<file path="src/hrcp_pkg.sv">
// Shared types, constants and character helpers for the HTTP response parser.
`default_nettype none
package hrcp_pkg;

	localparam int NUM_W_DEF = 32;
	localparam int TOTAL_W   = 25;
	localparam int DATA_W    = 32;
	localparam int ADDR_W    = 3;

	localparam logic [ADDR_W-1:0]  ADDR_MAX_BODY  = 3'd0;
	localparam logic [TOTAL_W-1:0] MAX_BODY_RESET = 25'd1048576;

	localparam logic [3:0] ERR_OK        = 4'd0;
	localparam logic [3:0] ERR_NO_HEAD   = 4'd1;
	localparam logic [3:0] ERR_NOT_HTTP  = 4'd2;
	localparam logic [3:0] ERR_STATUS    = 4'd3;
	localparam logic [3:0] ERR_SIZE_LINE = 4'd4;
	localparam logic [3:0] ERR_HEX       = 4'd5;
	localparam logic [3:0] ERR_SHORT_CH  = 4'd6;
	localparam logic [3:0] ERR_TOO_LARGE = 4'd7;
	localparam logic [3:0] ERR_LENGTH    = 4'd8;
	localparam logic [3:0] ERR_BODY_SHRT = 4'd9;

	localparam logic [1:0] TRIM_NONE  = 2'd0;
	localparam logic [1:0] TRIM_IN    = 2'd1;
	localparam logic [1:0] TRIM_AFTER = 2'd2;

	localparam logic [1:0] LE_NONE    = 2'd0;
	localparam logic [1:0] LE_CR      = 2'd1;
	localparam logic [1:0] LE_CRLF    = 2'd2;
	localparam logic [1:0] LE_CRLFCR  = 2'd3;

	localparam logic [8*7-1:0]  HTTP_STR = "HTTP/1.";
	localparam logic [8*17-1:0] TE_STR   = "transfer-encoding";
	localparam logic [8*14-1:0] CL_STR   = "content-length";
	localparam logic [8*7-1:0]  CHK_STR  = "chunked";

	localparam logic [7:0] CH_CR = 8'h0d;

	typedef enum logic [7:0] {
		PH_HEAD  = 8'b0000_0001,
		PH_ALL   = 8'b0000_0010,
		PH_LEN   = 8'b0000_0100,
		PH_CSIZE = 8'b0000_1000,
		PH_CDATA = 8'b0001_0000,
		PH_CCR   = 8'b0010_0000,
		PH_CLF   = 8'b0100_0000,
		PH_DONE  = 8'b1000_0000
	} phase_t;

	typedef enum logic [4:0] {
		M_STATUS = 5'b00001,
		M_NAME   = 5'b00010,
		M_SKIP   = 5'b00100,
		M_TE     = 5'b01000,
		M_CL     = 5'b10000
	} mode_t;

	typedef enum logic [5:0] {
		ST_PFX     = 6'b000001,
		ST_SP      = 6'b000010,
		ST_DIG     = 6'b000100,
		ST_OK      = 6'b001000,
		ST_NOTHTTP = 6'b010000,
		ST_BAD     = 6'b100000
	} st_t;

	typedef struct packed {
		logic [7:0] raw;
		logic [7:0] low;
		logic       ws;
		logic       cr;
		logic       lf;
		logic       colon;
		logic       semi;
		logic       space;
		logic       dec;
		logic [4:0] hex;
	} cls_t;

	typedef struct packed {
		logic eos;
		cls_t cls;
	} qent_t;

	function automatic cls_t classify(input logic [7:0] c);
		cls_t k;
		k.raw   = c;
		k.low   = (c >= 8'h41 && c <= 8'h5a) ? c + 8'd32 : c;
		k.ws    = (c == 8'h20) || (c == 8'h09) || (c == 8'h0d) || (c == 8'h0a) ||
		          (c == 8'h0b) || (c == 8'h0c);
		k.cr    = (c == 8'h0d);
		k.lf    = (c == 8'h0a);
		k.colon = (c == 8'h3a);
		k.semi  = (c == 8'h3b);
		k.space = (c == 8'h20);
		k.dec   = (c >= 8'h30 && c <= 8'h39);
		if (k.dec) begin
			k.hex = 5'(c - 8'h30);
		end else if (k.low >= 8'h61 && k.low <= 8'h66) begin
			k.hex = 5'(k.low - 8'h57);
		end else begin
			k.hex = 5'd16;
		end
		return k;
	endfunction

	function automatic logic [7:0] http_char(input logic [2:0] i);
		logic [7:0] r;
		r = 8'h00;
		if (i < 3'd7) r = HTTP_STR[8*(6 - int'(i)) +: 8];
		return r;
	endfunction

	function automatic logic [7:0] te_char(input logic [4:0] i);
		logic [7:0] r;
		r = 8'h00;
		if (i < 5'd17) r = TE_STR[8*(16 - int'(i)) +: 8];
		return r;
	endfunction

	function automatic logic [7:0] cl_char(input logic [4:0] i);
		logic [7:0] r;
		r = 8'h00;
		if (i < 5'd14) r = CL_STR[8*(13 - int'(i)) +: 8];
		return r;
	endfunction

	function automatic logic [7:0] chk_char(input logic [4:0] i);
		logic [7:0] r;
		r = 8'h00;
		if (i < 5'd7) r = CHK_STR[8*(6 - int'(i)) +: 8];
		return r;
	endfunction

endpackage
`default_nettype wire

</file>
<file path="src/hrcp_front.sv">
// Front end: takes input items and classifies each byte for the parser.
`default_nettype none
module hrcp_front
	import hrcp_pkg::*;
(
	input  wire logic       in_valid,
	input  wire logic [7:0] data_byte,
	input  wire logic       end_of_stream,
	input  wire logic       q_full,
	output logic            in_stall,
	output logic            push,
	output qent_t           push_ent
);

	assign in_stall     = q_full;
	assign push         = in_valid && !q_full;
	assign push_ent.eos = end_of_stream;
	assign push_ent.cls = classify(data_byte);

endmodule
`default_nettype wire

</file>
<file path="src/hrcp_queue.sv">
// Two-entry queue between the classifier and the parser.
`default_nettype none
module hrcp_queue
	import hrcp_pkg::*;
(
	input  wire logic  clk,
	input  wire logic  arst_n,
	input  wire logic  push,
	input  wire qent_t push_ent,
	input  wire logic  pop,
	output logic       full,
	output logic       q_valid,
	output qent_t      q_ent
);

	qent_t      mem_q [2];
	logic       wr_q;
	logic       rd_q;
	logic [1:0] cnt_q;

	assign full    = (cnt_q == 2'd2);
	assign q_valid = (cnt_q != 2'd0);
	assign q_ent   = mem_q[rd_q];

	always_ff @(posedge clk) begin
		if (push) mem_q[wr_q] <= push_ent;
	end

	always_ff @(posedge clk or negedge arst_n) begin
		if (!arst_n) begin
			wr_q  <= 1'b0;
			rd_q  <= 1'b0;
			cnt_q <= 2'd0;
		end else begin
			if (push) wr_q <= !wr_q;
			if (pop) rd_q <= !rd_q;
			cnt_q <= 2'(cnt_q + {1'b0, push} - {1'b0, pop});
		end
	end

`ifndef SYNTHESIS
	a_cnt_range: assert property (@(posedge clk) disable iff (!arst_n) cnt_q != 2'd3)
		else $error("queue count out of range");
	a_no_pop_empty: assert property (@(posedge clk) disable iff (!arst_n) pop |-> q_valid)
		else $error("pop from empty queue");
	a_no_push_full: assert property (@(posedge clk) disable iff (!arst_n) push |-> !full)
		else $error("push into full queue");
`endif

endmodule
`default_nettype wire

</file>
<file path="src/hrcp_back.sv">
// Back end: header/body parser state machine and registered result stage.
`default_nettype none
module hrcp_back
	import hrcp_pkg::*;
#(
	parameter int NUMBER_WIDTH = NUM_W_DEF
) (
	input  wire logic               clk,
	input  wire logic               arst_n,
	input  wire logic               q_valid,
	input  wire qent_t              q_ent,
	output logic                    pop,
	input  wire logic [TOTAL_W-1:0] max_body,
	output logic                    out_valid,
	input  wire logic               out_stall,
	output logic                    is_verdict,
	output logic [7:0]              body_byte,
	output logic [9:0]              status_code,
	output logic [3:0]              err_code
);

	localparam int W = NUMBER_WIDTH;

	typedef struct packed {
		mode_t       mode;
		logic [1:0]  trim;
		logic        vbad;
		st_t         st;
		logic [4:0]  idx;
		logic [1:0]  alive;
		logic [1:0]  hseen;
		logic        chunked;
		logic [9:0]  sval;
		logic [1:0]  dcnt;
		logic [W-1:0] num;
		logic        fdig;
		logic        fbad;
		logic        fext;
	} hd_t;

	function automatic hd_t hd_clear();
		hd_t n;
		n.mode    = M_STATUS;
		n.trim    = TRIM_NONE;
		n.vbad    = 1'b0;
		n.st      = ST_PFX;
		n.idx     = 5'd0;
		n.alive   = 2'b11;
		n.hseen   = 2'b00;
		n.chunked = 1'b0;
		n.sval    = 10'd0;
		n.dcnt    = 2'd0;
		n.num     = '0;
		n.fdig    = 1'b0;
		n.fbad    = 1'b0;
		n.fext    = 1'b0;
		return n;
	endfunction

	function automatic hd_t head_char(input hd_t s, input cls_t k);
		hd_t          n;
		logic [9:0]   nv;
		logic [1:0]   al;
		logic [W+3:0] p10;
		n   = s;
		nv  = 10'(s.sval * 10'd10 + {6'd0, k.hex[3:0]});
		al  = s.alive;
		p10 = {4'd0, s.num} * (W+4)'(10) + {{W{1'b0}}, k.hex[3:0]};
		unique case (s.mode)
			M_STATUS: begin
				unique case (s.st)
					ST_PFX: begin
						if (k.raw == http_char(s.idx[2:0])) begin
							n.idx = 5'(s.idx + 5'd1);
							if (s.idx >= 5'd6) n.st = ST_SP;
						end else begin
							n.st = ST_NOTHTTP;
						end
					end
					ST_SP: begin
						if (k.space) begin
							n.st   = ST_DIG;
							n.dcnt = 2'd0;
							n.sval = 10'd0;
						end
					end
					ST_DIG: begin
						if (k.dec) begin
							n.sval = nv;
							n.dcnt = 2'(s.dcnt + 2'd1);
							if (s.dcnt == 2'd2) begin
								n.st = (nv >= 10'd100 && nv <= 10'd599) ? ST_OK : ST_BAD;
							end
						end else begin
							n.st = ST_BAD;
						end
					end
					default: ;
				endcase
			end
			M_NAME: begin
				if (k.colon) begin
					if (s.alive[0] && s.idx == 5'd17) begin
						n.mode = M_TE;
						n.idx  = 5'd0;
						n.vbad = 1'b0;
					end else if (s.alive[1] && s.idx == 5'd14) begin
						n.mode = M_CL;
						n.num  = '0;
						n.fdig = 1'b0;
						n.fbad = 1'b0;
						n.fext = 1'b0;
					end else begin
						n.mode = M_SKIP;
					end
					n.trim = TRIM_NONE;
				end else if (k.ws) begin
					if (s.trim == TRIM_IN) n.trim = TRIM_AFTER;
				end else if (s.trim == TRIM_AFTER) begin
					n.mode = M_SKIP;
				end else begin
					n.trim = TRIM_IN;
					if (s.idx >= 5'd17 || k.low != te_char(s.idx)) al[0] = 1'b0;
					if (s.idx >= 5'd14 || k.low != cl_char(s.idx)) al[1] = 1'b0;
					n.alive = al;
					if (s.idx != 5'd31) n.idx = 5'(s.idx + 5'd1);
					if (al == 2'b00) n.mode = M_SKIP;
				end
			end
			M_TE, M_CL: begin
				if (k.ws) begin
					if (s.trim == TRIM_IN) n.trim = TRIM_AFTER;
				end else if (s.mode == M_TE) begin
					if (s.trim == TRIM_AFTER || s.idx >= 5'd7 || k.low != chk_char(s.idx)) begin
						n.vbad = 1'b1;
					end else begin
						n.idx = 5'(s.idx + 5'd1);
					end
					n.trim = TRIM_IN;
				end else begin
					if (s.trim == TRIM_AFTER || !k.dec) begin
						n.fbad = 1'b1;
					end else begin
						if (p10[W+3:W] != 4'd0) n.fbad = 1'b1;
						else n.num = p10[W-1:0];
						n.fdig = 1'b1;
					end
					n.trim = TRIM_IN;
				end
			end
			default: ;
		endcase
		return n;
	endfunction

	function automatic hd_t head_line_end(input hd_t s);
		hd_t        n;
		logic [1:0] hs;
		n  = s;
		hs = s.hseen;
		unique case (s.mode)
			M_STATUS: begin
				if (s.st == ST_PFX) n.st = ST_NOTHTTP;
				else if (s.st == ST_SP || s.st == ST_DIG) n.st = ST_BAD;
			end
			M_TE: begin
				hs[0]     = 1'b1;
				n.chunked = !s.vbad && (s.idx == 5'd7);
			end
			M_CL: hs[1] = 1'b1;
			default: ;
		endcase
		n.hseen = hs;
		n.alive = ~hs;
		n.mode  = (hs != 2'b11) ? M_NAME : M_SKIP;
		n.trim  = TRIM_NONE;
		n.idx   = 5'd0;
		return n;
	endfunction

	function automatic hd_t size_char(input hd_t s, input cls_t k);
		hd_t n;
		n = s;
		if (!s.fext) begin
			if (k.semi) begin
				n.fext = 1'b1;
			end else if (k.ws) begin
				if (s.trim == TRIM_IN) n.trim = TRIM_AFTER;
			end else begin
				if (s.trim == TRIM_AFTER || k.hex[4]) begin
					n.fbad = 1'b1;
				end else begin
					if (s.num[W-1 -: 4] != 4'd0) n.fbad = 1'b1;
					else n.num = {s.num[W-5:0], k.hex[3:0]};
					n.fdig = 1'b1;
				end
				n.trim = TRIM_IN;
			end
		end
		return n;
	endfunction

	phase_t             phase_q, phase_d;
	hd_t                hd_q, hd_d;
	logic [1:0]         le_q, le_d;
	logic [W-1:0]       rem_q, rem_d;
	logic [TOTAL_W-1:0] total_q, total_d;
	logic [3:0]         err_q, err_d;
	logic               emit;
	logic               emit_verdict;
	logic [3:0]         v_err;
	logic [W-1:0]       rem_dec;
	cls_t               cr_cls;
	cls_t               k;
	logic               lf_done;

	assign pop     = q_valid && (!out_valid || !out_stall);
	assign k       = q_ent.cls;
	assign cr_cls  = classify(CH_CR);
	assign rem_dec = W'(rem_q - W'(1));

	always_comb begin
		phase_d      = phase_q;
		hd_d         = hd_q;
		le_d         = le_q;
		rem_d        = rem_q;
		total_d      = total_q;
		err_d        = err_q;
		emit         = 1'b0;
		emit_verdict = 1'b0;
		lf_done      = 1'b0;
		v_err        = ERR_OK;
		if (q_ent.eos) begin
			unique case (phase_q)
				PH_HEAD:  v_err = ERR_NO_HEAD;
				PH_LEN:   v_err = (rem_q != '0) ? ERR_BODY_SHRT : ERR_OK;
				PH_CSIZE: v_err = ERR_SIZE_LINE;
				PH_CDATA, PH_CCR, PH_CLF: v_err = ERR_SHORT_CH;
				PH_ALL:   v_err = ERR_OK;
				default:  v_err = err_q;
			endcase
			emit         = 1'b1;
			emit_verdict = 1'b1;
			phase_d      = PH_HEAD;
			hd_d         = hd_clear();
			le_d         = LE_NONE;
			rem_d        = '0;
			total_d      = '0;
			err_d        = ERR_OK;
		end else begin
			unique case (phase_q)
				PH_HEAD: begin
					if (le_q == LE_CR || le_q == LE_CRLFCR) begin
						if (k.lf) begin
							lf_done = 1'b1;
							if (le_q == LE_CR) begin
								hd_d = head_line_end(hd_q);
								le_d = LE_CRLF;
							end else begin
								le_d = LE_NONE;
								if (hd_q.st == ST_NOTHTTP) begin
									err_d = ERR_NOT_HTTP; phase_d = PH_DONE;
								end else if (hd_q.st != ST_OK) begin
									err_d = ERR_STATUS; phase_d = PH_DONE;
								end else if (hd_q.chunked) begin
									hd_d.num  = '0;
									hd_d.fdig = 1'b0;
									hd_d.fbad = 1'b0;
									hd_d.fext = 1'b0;
									hd_d.trim = TRIM_NONE;
									phase_d   = PH_CSIZE;
								end else if (hd_q.hseen[1]) begin
									if (hd_q.fdig && !hd_q.fbad) begin
										rem_d   = hd_q.num;
										phase_d = (hd_q.num != '0) ? PH_LEN : PH_DONE;
									end else begin
										err_d = ERR_LENGTH; phase_d = PH_DONE;
									end
								end else begin
									phase_d = PH_ALL;
								end
							end
						end else begin
							hd_d = head_char(hd_q, cr_cls);
							le_d = LE_NONE;
						end
					end
					if (!lf_done) begin
						if (k.cr) le_d = (le_q == LE_CRLF) ? LE_CRLFCR : LE_CR;
						else begin
							hd_d = head_char(hd_d, k);
							le_d = LE_NONE;
						end
					end
				end
				PH_ALL: emit = 1'b1;
				PH_LEN: begin
					emit  = 1'b1;
					rem_d = rem_dec;
					if (rem_dec == '0) phase_d = PH_DONE;
				end
				PH_CSIZE: begin
					if (le_q == LE_CR) begin
						le_d = LE_NONE;
						if (k.lf) begin
							lf_done = 1'b1;
							if (hd_q.fbad || !hd_q.fdig) begin
								err_d = ERR_HEX; phase_d = PH_DONE;
							end else if (hd_q.num == '0) begin
								phase_d = PH_DONE;
							end else begin
								rem_d   = hd_q.num;
								phase_d = PH_CDATA;
							end
						end else begin
							hd_d = size_char(hd_q, cr_cls);
						end
					end
					if (!lf_done) begin
						if (k.cr) le_d = LE_CR;
						else hd_d = size_char(hd_d, k);
					end
				end
				PH_CDATA: begin
					emit  = 1'b1;
					rem_d = rem_dec;
					if (total_q != '1) total_d = TOTAL_W'(total_q + TOTAL_W'(1));
					if (rem_dec == '0) phase_d = PH_CCR;
				end
				PH_CCR: begin
					if (k.cr) phase_d = PH_CLF;
					else begin
						err_d = ERR_SHORT_CH; phase_d = PH_DONE;
					end
				end
				PH_CLF: begin
					if (!k.lf) begin
						err_d = ERR_SHORT_CH; phase_d = PH_DONE;
					end else if (total_q > max_body) begin
						err_d = ERR_TOO_LARGE; phase_d = PH_DONE;
					end else begin
						hd_d.num  = '0;
						hd_d.fdig = 1'b0;
						hd_d.fbad = 1'b0;
						hd_d.fext = 1'b0;
						hd_d.trim = TRIM_NONE;
						le_d      = LE_NONE;
						phase_d   = PH_CSIZE;
					end
				end
				default: ;
			endcase
		end
	end

	always_ff @(posedge clk or negedge arst_n) begin
		if (!arst_n) begin
			phase_q   <= PH_HEAD;
			hd_q      <= hd_clear();
			le_q      <= LE_NONE;
			rem_q     <= '0;
			total_q   <= '0;
			err_q     <= ERR_OK;
			out_valid <= 1'b0;
		end else begin
			if (pop) begin
				phase_q <= phase_d;
				hd_q    <= hd_d;
				le_q    <= le_d;
				rem_q   <= rem_d;
				total_q <= total_d;
				err_q   <= err_d;
			end
			if (pop && emit) out_valid <= 1'b1;
			else if (!out_stall) out_valid <= 1'b0;
		end
	end

	always_ff @(posedge clk) begin
		if (pop && emit) begin
			is_verdict  <= emit_verdict;
			body_byte   <= emit_verdict ? 8'd0 : k.raw;
			status_code <= (emit_verdict && v_err == ERR_OK) ? hd_q.sval : 10'd0;
			err_code    <= emit_verdict ? v_err : ERR_OK;
		end
	end

`ifndef SYNTHESIS
	a_err_zero_status: assert property (@(posedge clk) disable iff (!arst_n)
		(out_valid && is_verdict && err_code != ERR_OK) |-> status_code == 10'd0)
		else $error("error verdict carries a status");
	a_body_clean: assert property (@(posedge clk) disable iff (!arst_n)
		(out_valid && !is_verdict) |-> (status_code == 10'd0 && err_code == ERR_OK))
		else $error("body item carries verdict fields");
	a_restart: assert property (@(posedge clk) disable iff (!arst_n)
		(pop && q_ent.eos) |=> phase_q == PH_HEAD)
		else $error("no restart after verdict");
	a_err_done: assert property (@(posedge clk) disable iff (!arst_n)
		(err_q != ERR_OK) |-> phase_q == PH_DONE)
		else $error("latched error outside done phase");
`endif

endmodule
`default_nettype wire

</file>
<file path="src/http_response_chunked_parser.sv">
// Top level of the streaming HTTP/1.x response parser with chunked decoding.
// One response byte per input item, one item per cycle while out_stall holds
// no result: each item goes through a byte classifier, a two-entry queue and
// the parser state machine, which consumes one queued item per cycle into a
// registered result stage. An item is written into the queue, then taken by
// the parser, which registers its result; out_valid stays high until out_stall
// is low. While out_stall holds a result, the queue fills to two entries before
// in_stall rises. An end_of_stream item yields the verdict and restarts parsing
// for the next response. The APB register at address 0 holds max_body_bytes.
`default_nettype none
module http_response_chunked_parser
	import hrcp_pkg::*;
#(
	parameter int NUMBER_WIDTH = NUM_W_DEF
) (
	input  wire logic              clk,
	input  wire logic              arst_n,
	input  wire logic              in_valid,
	output logic                   in_stall,
	input  wire logic [7:0]        data_byte,
	input  wire logic              end_of_stream,
	output logic                   out_valid,
	input  wire logic              out_stall,
	output logic                   is_verdict,
	output logic [7:0]             body_byte,
	output logic [9:0]             status_code,
	output logic [3:0]             err_code,
	input  wire logic              psel,
	input  wire logic              penable,
	input  wire logic              pwrite,
	input  wire logic [ADDR_W-1:0] paddr,
	input  wire logic [DATA_W-1:0] pwdata,
	output logic [DATA_W-1:0]      prdata,
	output logic                   pready
);

	logic               max_wr;
	logic [TOTAL_W-1:0] max_body_q;
	logic               q_full;
	logic               push;
	qent_t              push_ent;
	logic               q_valid;
	qent_t              q_ent;
	logic               pop;

	assign pready = 1'b1;
	assign max_wr = psel && penable && pwrite && (paddr == ADDR_MAX_BODY);
	assign prdata = (paddr == ADDR_MAX_BODY) ? DATA_W'(max_body_q) : '0;

	always_ff @(posedge clk or negedge arst_n) begin
		if (!arst_n) begin
			max_body_q <= MAX_BODY_RESET;
		end else if (max_wr) begin
			max_body_q <= pwdata[TOTAL_W-1:0];
		end
	end

	hrcp_front u_front (
		.in_valid      (in_valid),
		.data_byte     (data_byte),
		.end_of_stream (end_of_stream),
		.q_full        (q_full),
		.in_stall      (in_stall),
		.push          (push),
		.push_ent      (push_ent)
	);

	hrcp_queue u_queue (
		.clk      (clk),
		.arst_n   (arst_n),
		.push     (push),
		.push_ent (push_ent),
		.pop      (pop),
		.full     (q_full),
		.q_valid  (q_valid),
		.q_ent    (q_ent)
	);

	hrcp_back #(
		.NUMBER_WIDTH (NUMBER_WIDTH)
	) u_back (
		.clk         (clk),
		.arst_n      (arst_n),
		.q_valid     (q_valid),
		.q_ent       (q_ent),
		.pop         (pop),
		.max_body    (max_body_q),
		.out_valid   (out_valid),
		.out_stall   (out_stall),
		.is_verdict  (is_verdict),
		.body_byte   (body_byte),
		.status_code (status_code),
		.err_code    (err_code)
	);

endmodule
`default_nettype wire

</file>
<file path="config.mk">
export PLATFORM = sky130hd
export DESIGN_NAME = http_response_chunked_parser
export DESIGN_NICKNAME = d
export VERILOG_FILES = /design/src/hrcp_pkg.sv /design/src/hrcp_front.sv /design/src/hrcp_queue.sv /design/src/hrcp_back.sv /design/src/http_response_chunked_parser.sv
export SDC_FILE = /design/constraint.sdc
export NUM_CORES = 1
export LEC_CHECK = 0
export BUFFER_PORTS_ARGS = -buffer_cell sky130_fd_sc_hd__clkbuf_2
export CAP_MARGIN = 20
export CORE_MARGIN = 3
export CORE_UTILIZATION = 40
export DETAILED_ROUTE_END_ITERATION = 8
export PLACE_DENSITY = 0.68
export SLEW_MARGIN = 20
export SYNTH_ARGS = -nofsm -noshare
export SYNTH_HDL_FRONTEND = slang
export SYNTH_SLANG_ARGS = --single-unit
</file>
<file path="constraint.sdc">
create_clock -name clk -period 14.5 [get_ports clk]
set_input_delay 1.45 -clock clk [delete_from_list [all_inputs] [get_ports clk]]
set_output_delay 1.45 -clock clk [all_outputs]
set_load 0.05 [all_outputs]
</file>
==> results of run 1 <==
-- report_power, final --
part,leakage (nW),internal [W],total (W),switching [W]
Sequential,2.96,0.000848,0.000974,0.000127
Clock,0.526,0.000518,0.000825,0.000306
Combinational,5.93,0.000500,0.00162,0.00112
-- flip-flops by register name (all words and copies together), names as in the netlist --
name and cells:
u_back.body_byte 8, u_back.phase_q 8, u_back.is_verdict 1, u_back.status_code 10, u_back.out_valid 1, u_queue.wr_q 1, u_queue.cnt_q 2, u_back.total_q 25
u_back.rem_q 32, u_queue.mem_q 48, max_body_q 25, u_back.err_code 4, u_back.le_q 2, u_back.hd_q 71, u_back.err_q 4, u_queue.rd_q 1
-- worst paths after layout --
check,depth (start not counted),end,slack (ps),start
setup / recovery,20,u_back.hd_q[29]$_DFFE_PN0P_,7220,u_queue.rd_q$_DFFE_PN0P_
hold / removal,1,u_back.hd_q[35]$_DFFE_PN0P_,490,u_back.hd_q[35]$_DFFE_PN0P_
setup reg to reg,20,u_back.hd_q[29]$_DFFE_PN0P_,7220,u_queue.rd_q$_DFFE_PN0P_
hold reg to reg,1,u_back.hd_q[35]$_DFFE_PN0P_,490,u_back.hd_q[35]$_DFFE_PN0P_
max in group asynchronous,2,u_queue.rd_q$_DFFE_PN0P_,12240,arst_n
min in group asynchronous,1,max_body_q[14]$_DFFE_PN0P_,970,arst_n
-- metal layers --
layer,wire [µm],share of wire
met5,0,0
met4,1920,0.031
met3,5260,0.085
met2,27700,0.45
met1,27100,0.44
-- area by class of cell --
cell class                 instances  area, µm²  share of cell area
timing repair buffer             118        663              0.0299
clock inverter                    19        308              0.0139
inverter                          98        375              0.0169
clock buffer                      34        764              0.0345
sequential                       243       6440               0.291
antenna                            1       2.50            0.000113
multi-input combinational       1994      12800               0.576
tap                              664        831              0.0375
-- logic make-up after synthesis --
logic type               share of synthesized area
AND/OR/NAND/NOR                              0.242
AO/OA/AOI/OAI                                0.228
flip-flops                                   0.322
buffers and inverters                       0.0433
adder cells (fa/ha/maj)                     0.0860
XOR/XNOR                                    0.0496
multiplexers                                0.0290
other                                     0.000376
-- through the flow --
step                hold slack (ps)  setup WS, ps   util
CTS                             501          7420  0.450
detailed placement              489          7460  0.429
global route                    516          6920  0.451
floorplan                       454          8970      -
finish                          493          7220  0.451
global placement                469          7470  0.429
-- placed cells by master, fill, tap and decap left out, drive strengths merged, types with 19 or more instances in the layout --
cell      n
a21o     29
a21oi   173
a31oi    38
and2     80
and3     25
buf      26
clkbuf  126
dfrtp   166
edfxtp   71
ha      131
inv      96
mux2     26
mux2i    28
nand2   266
nand3    74
nand4    36
nor2    217
nor2b    19
nor3     88
nor4     47
o211ai   27
o21ai   255
or3      35
xnor2    68
xor2     41
-- worst max-delay path: stages, from the launching register on --
cell	delay [ps]
dfrtp_2	950
mux2_4	480
nand2_1	170
nor2_1	800
nor2_1	190
ha_1	350
ha_1	190
inv_1	60
fa_1	390
nand2b_1	200
a21oi_1	300
o21ai_1	220
a21oi_1	310
xnor2_1	200
nor4b_2	500
nand4_2	240
o31a_1	360
o21a_2	350
o22ai_2	380
nand2_1	280
o211ai_1	250
==> impl_metrics.tcl, run 1 <==
set metrics [dict create \
    outcome "complete, no violations" \
    rsz0062_at_grt "false" \
    grt_usage 0.226 \
    initial_utilization 0.407 \
    top_usage_layer "met2" \
    critPathArrivalTime_ps 7750 \
    irDropWorstVdd_mv 0.0895 \
    synth_seq_cells 243 \
    max-slew-margin-rel 0.298 \
    area.growth.synth_to_final_pct 10.8 \
    crit_path_max_fanout 35 \
    die_area_um2 52700 \
    clock_sinks 243 \
    ys_types 109 \
    use_met2 0.361 \
    cts_setup_buffers 0 \
    finalSetupTns_ps 0 \
    power_w 0.00341 \
    critical_path.endpoint_type "flip-flop" \
    worstMarginPinSlew_ps 1050 \
    syn-instance-count 2440 \
    finalMaxSlewViolations 0 \
    clockRootBuffer "clkbuf_16" \
    post-synth-top-area-fraction 0.208 \
    period_minus_slack_ps 7280 \
    die_y_um 230 \
    wl_mm 62.0 \
    grt_util_met1 0.313 \
    clock_latency_ps 560 \
    netlist_area_um2 20000 \
    dp.cells 3117 \
    drc 0 \
    clkSlewWorstSetupHoldPaths_ps 60 \
    period_share 0.502 \
    ctsHoldBuffers 0 \
    drtIter0Drc 2231 \
    cts_htree_levels 1 \
    antenna_found_initial 0 \
    dieWidth_um 230 \
    finalSetupViolCount 0 \
    dp_hpwl_mm 45.3 \
    ios 109 \
    cts_buffer_depth 3 \
    fin_skew_ps 10.0 \
    ys_warn_count 0 \
    gp_congestion 0.955 \
    p_leak_nw 9.42 \
    first_global_vias 18700 \
    fp.coreArea_um2 49200 \
    grt_use_met3 0.0362 \
    wire_per_inst_um 19.5 \
    drtAntennaViolNets 0 \
    cts_resized 0 \
    grt_start_max_net_pins 97 \
    worstHoldPathType "reg -> reg" \
    drive_gt1_frac 0.106 \
    fin_area_um2 22200 \
    async_reset_ff_frac 0.708 \
    cts_buffers 29 \
    fmax_mhz 137 \
    postPlaceCellArea_um2 21100 \
    vias 19500 \
    syn_avg_cell_area_um2 8.19 \
    synth_area_leaders "dfrtp_1 21%, edfxtp_1 11%, ha_1 8.2%" \
    final_net_count 2670 \
    instances_no_fill 3171 \
    fillCellCount 4729 \
    hold_viol 0 \
    max_cap_viol_count 0 \
    synth-edff-count 71 \
    ys_seq_area_frac 0.322 \
    drt_pass1_iterations 7 \
    viasPerCell 6.14 \
    crit_type "reg -> reg" \
    critPathLaunchType "flip-flop" \
    worst_ep_required_time_ps 14970 \
    yosys.area.top_type "dfrtp_1" \
    ys_top_cells_by_count "266 x nand2_1, 222 x o21ai_0, 216 x nor2_1, 171 x a21oi_1, 166 x dfrtp_1" \
    power_density_nw_per_um2 154 \
    grt_overflow 0 \
    ys.flop_type "dfrtp_1" \
    synth.most_common_cell "nand2_1" \
    port-buffer-count 93 \
    rows 81 \
    cts_tree "yes" \
    grt_pass1_wl_mm 99.8 \
]
No activity file was read; power rests on OpenSTA's default activity.
==> inputs of run 2 (changes only) <==
Clock period 14.5 ns to 6.85 ns, I/O delays scaled along.
==> impl_metrics.tcl, run 2 (synthesized netlist as in run 1, its figures left out) <==
set metrics [dict create \
    dp_hpwl_mm 45.7 \
    largest_reg_flops 71 \
    antenna_found_initial 1 \
    drc 0 \
    path_delay_family "simple AND/OR/NAND/NOR gates" \
    port-buffer-count 93 \
    p_leak_nw 9.40 \
    crit_path_max_fanout 36 \
    timing.rr.end "u_back.hd_q[29]$_DFFE_PN0P_" \
    endpoint "u_back.hd_q[29]$_DFFE_PN0P_" \
    clockRootBuffer "clkbuf_16" \
    grt_overflow 0 \
    grt_pass1_wl_mm 98.6 \
    critPathArrivalTime_ps 6800 \
    crit_buf_inv 2 \
    cts_buffers 29 \
    critical_path.endpoint_type "flip-flop" \
    largest_registers "u_back.hd_q (71), u_queue.mem_q (48), u_back.rem_q (32)" \
    crit_type "reg -> reg" \
    crit_chain "nor4_2 > buf_4 > nand4_1 > buf_12 > and2_1 > ha_1 > ha_1 > a211oi_2 > o21ai_2 > a31oi_2 > nor3_1 > nor4_2 > nor4b_2 > nand4_2 > o31a_1 > o21a_2 > o22ai_2 > nand2_1 > o211ai_1" \
    p_switching_w 0.00324 \
    fin_skew_ps 14.9 \
    drtIter0Drc 2329 \
    final_net_count 2677 \
    period_share 0.923 \
    worstMarginPinSlew_ps 1040 \
    clock_latency_ps 570 \
    initial_utilization 0.407 \
    crit_path_max_incr_delay_ps 510 \
    rsz0062_at_grt "false" \
    max_cap_viol_count 0 \
    die_area_um2 52700 \
    antenna_cells 0 \
    cp.depth 19 \
    cts_tree "yes" \
    crit_path_start "u_back.hd_q[58]$_DFFE_PN0P_" \
    finalSetupViolCount 0 \
    viasPerCell 6.11 \
    reg2reg_depth 19 \
    fillCellCount 4795 \
    critPathLaunchType "flip-flop" \
    switching_share 0.462 \
    drtAntennaViolNets 0 \
    power_density_nw_per_um2 317 \
    first_global_vias 18300 \
    cts_buffer_depth 3 \
    top_register "u_back.hd_q" \
    drt_pass1_iterations 6 \
    outcome "complete, no violations" \
    rows 81 \
    finalMaxSlewViolations 0 \
    layout_commonest_cell "nand2_1" \
    cts_setup_buffers 0 \
    period_minus_slack_ps 6320 \
    critPathSlowestCell "nor4_2" \
    wire_per_inst_um 19.4 \
    worst_ep_required_time_ps 7330 \
    intPower_w 0.00377 \
    irDropWorstVdd_mv 0.188 \
    worstHoldPathType "in -> reg" \
    cts_htree_levels 1 \
    max-slew-margin-rel 0.303 \
    power_frac_comb 0.495 \
    die_y_um 230 \
    grt_start_max_net_pins 75 \
    ios 109 \
    clkPwrFrac 0.220 \
    finalSetupTns_ps 0 \
    wl_mm 61.8 \
    hold_viol 0 \
    multiInputGateArea_um2 12800 \
    gp_congestion 0.967 \
    vias 19400 \
    drive_gt1_frac 0.107 \
    clock_sinks 243 \
    fmax_mhz 158 \
    grt_usage 0.225 \
    worstReg2RegStart "u_back.hd_q[58]$_DFFE_PN0P_" \
    dieWidth_um 230 \
    area.growth.synth_to_final_pct 10.5 \
    final_cell_mix "266 x nand2_1, 220 x o21ai_0, 212 x nor2_1, 171 x a21oi_1, 165 x dfrtp_1" \
    fp.coreArea_um2 49200 \
    regArea_um2 6440 \
    pwr-share-seq 0.285 \
    r2r_slack_ps 530 \
    clkSlewWorstSetupHoldPaths_ps 70 \
    power_w 0.00701 \
]
[run 2: changes by cell type in the layout (fill, tap and decap cells not counted)]
cell,previous run,this run
clkinv_4,3,2
inv_6,0,1
buf_6,2,1
nor2_1,213,212
buf_12,0,1
dlygate4sd3_1,0,1
buf_4,24,30
clkbuf_8,2,5
clkbuf_1,3,6
nor2_2,2,3
bufinv_16,8,2
diode_2,1,0
[run 2: repair_timing]
item / in CTS / in global routing
resized for setup: 0 / 0
hold buffers: 1 / 0
hold endpoints to repair: 25 / 0
[run 2: metal layers]
metal  GRT usage  routed length (µm)  up-vias
li1            -                   -     9080
met1       0.315               27300     9333
met2       0.358               27600      855
met3      0.0336                5070      140
met4      0.0675                1770        2
met5           0                  12        -
[run 2: worst min path at each step]
| stage | startpoint | to | slack (ps) | cells after the start |
|---|---|---|---|---|
| floorplan | arst_n | max_body_q[0]$_DFFE_PN0P_ | 390 | 0 |
| global placement | u_back.hd_q[36]$_DFFE_PN0P_ | u_back.hd_q[36]$_DFFE_PN0P_ | 470 | 2 |
| detailed placement | u_back.hd_q[36]$_DFFE_PN0P_ | u_back.hd_q[36]$_DFFE_PN0P_ | 480 | 2 |
| CTS | end_of_stream | u_queue.mem_q[0][28]$_DFFE_PP_ | 310 | 1 |
| global route | end_of_stream | u_queue.mem_q[0][28]$_DFFE_PP_ | 320 | 1 |
| finish | end_of_stream | u_queue.mem_q[0][28]$_DFFE_PP_ | 330 | 1 |
[run 2: power groups by stage]
stage	clock [W]	combinational, W	sequential (W)
finish	0.00154	0.00347	0.00200
detailed placement	0	0.00341	0.00202
global route	0.00163	0.00377	0.00203
CTS	0.00157	0.00343	0.00199
global placement	0	0.00335	0.00200
floorplan	0	0.00227	0.00214
[run 2: metrics by stage]
step | util | instance area, µm² | cells | worst slack (ps) | hold slack [ps]
6_report | 0.449 | 22100 | 3177 | 526 | 326
5_1_grt | 0.449 | 22100 | 3177 | 244 | 317
4_1_cts | 0.449 | 22100 | 3177 | 600 | 308
3_5_place_dp | 0.430 | 21100 | 3123 | 667 | 478
3_3_place_gp | 0.430 | 21100 | 3123 | 793 | 469
2_1_floorplan | - | 20000 | 2446 | 1320 | 389
[run 2: area by class of cell]
class | instances | share of cell area
inverters | 98 | 0.0170
clock buffers | 40 | 0.0370
repair buffers | 125 | 0.0329
multi-input cells | 1994 | 0.578
well taps | 664 | 0.0376
clock inverters | 13 | 0.00578
flip-flops and latches | 243 | 0.292
[run 2: worst register-to-register path, cell delays in order, from the launching register on]
cell	delay, ps
dfrtp_1	490
nor4_2	310
buf_4	170
nand4_1	150
buf_12	230
and2_1	270
ha_1	350
ha_1	310
a211oi_2	410
o21ai_2	180
a31oi_2	370
nor3_1	110
nor4_2	510
nor4b_2	490
nand4_2	230
o31a_1	360
o21a_2	340
o22ai_2	410
nand2_1	320
o211ai_1	260
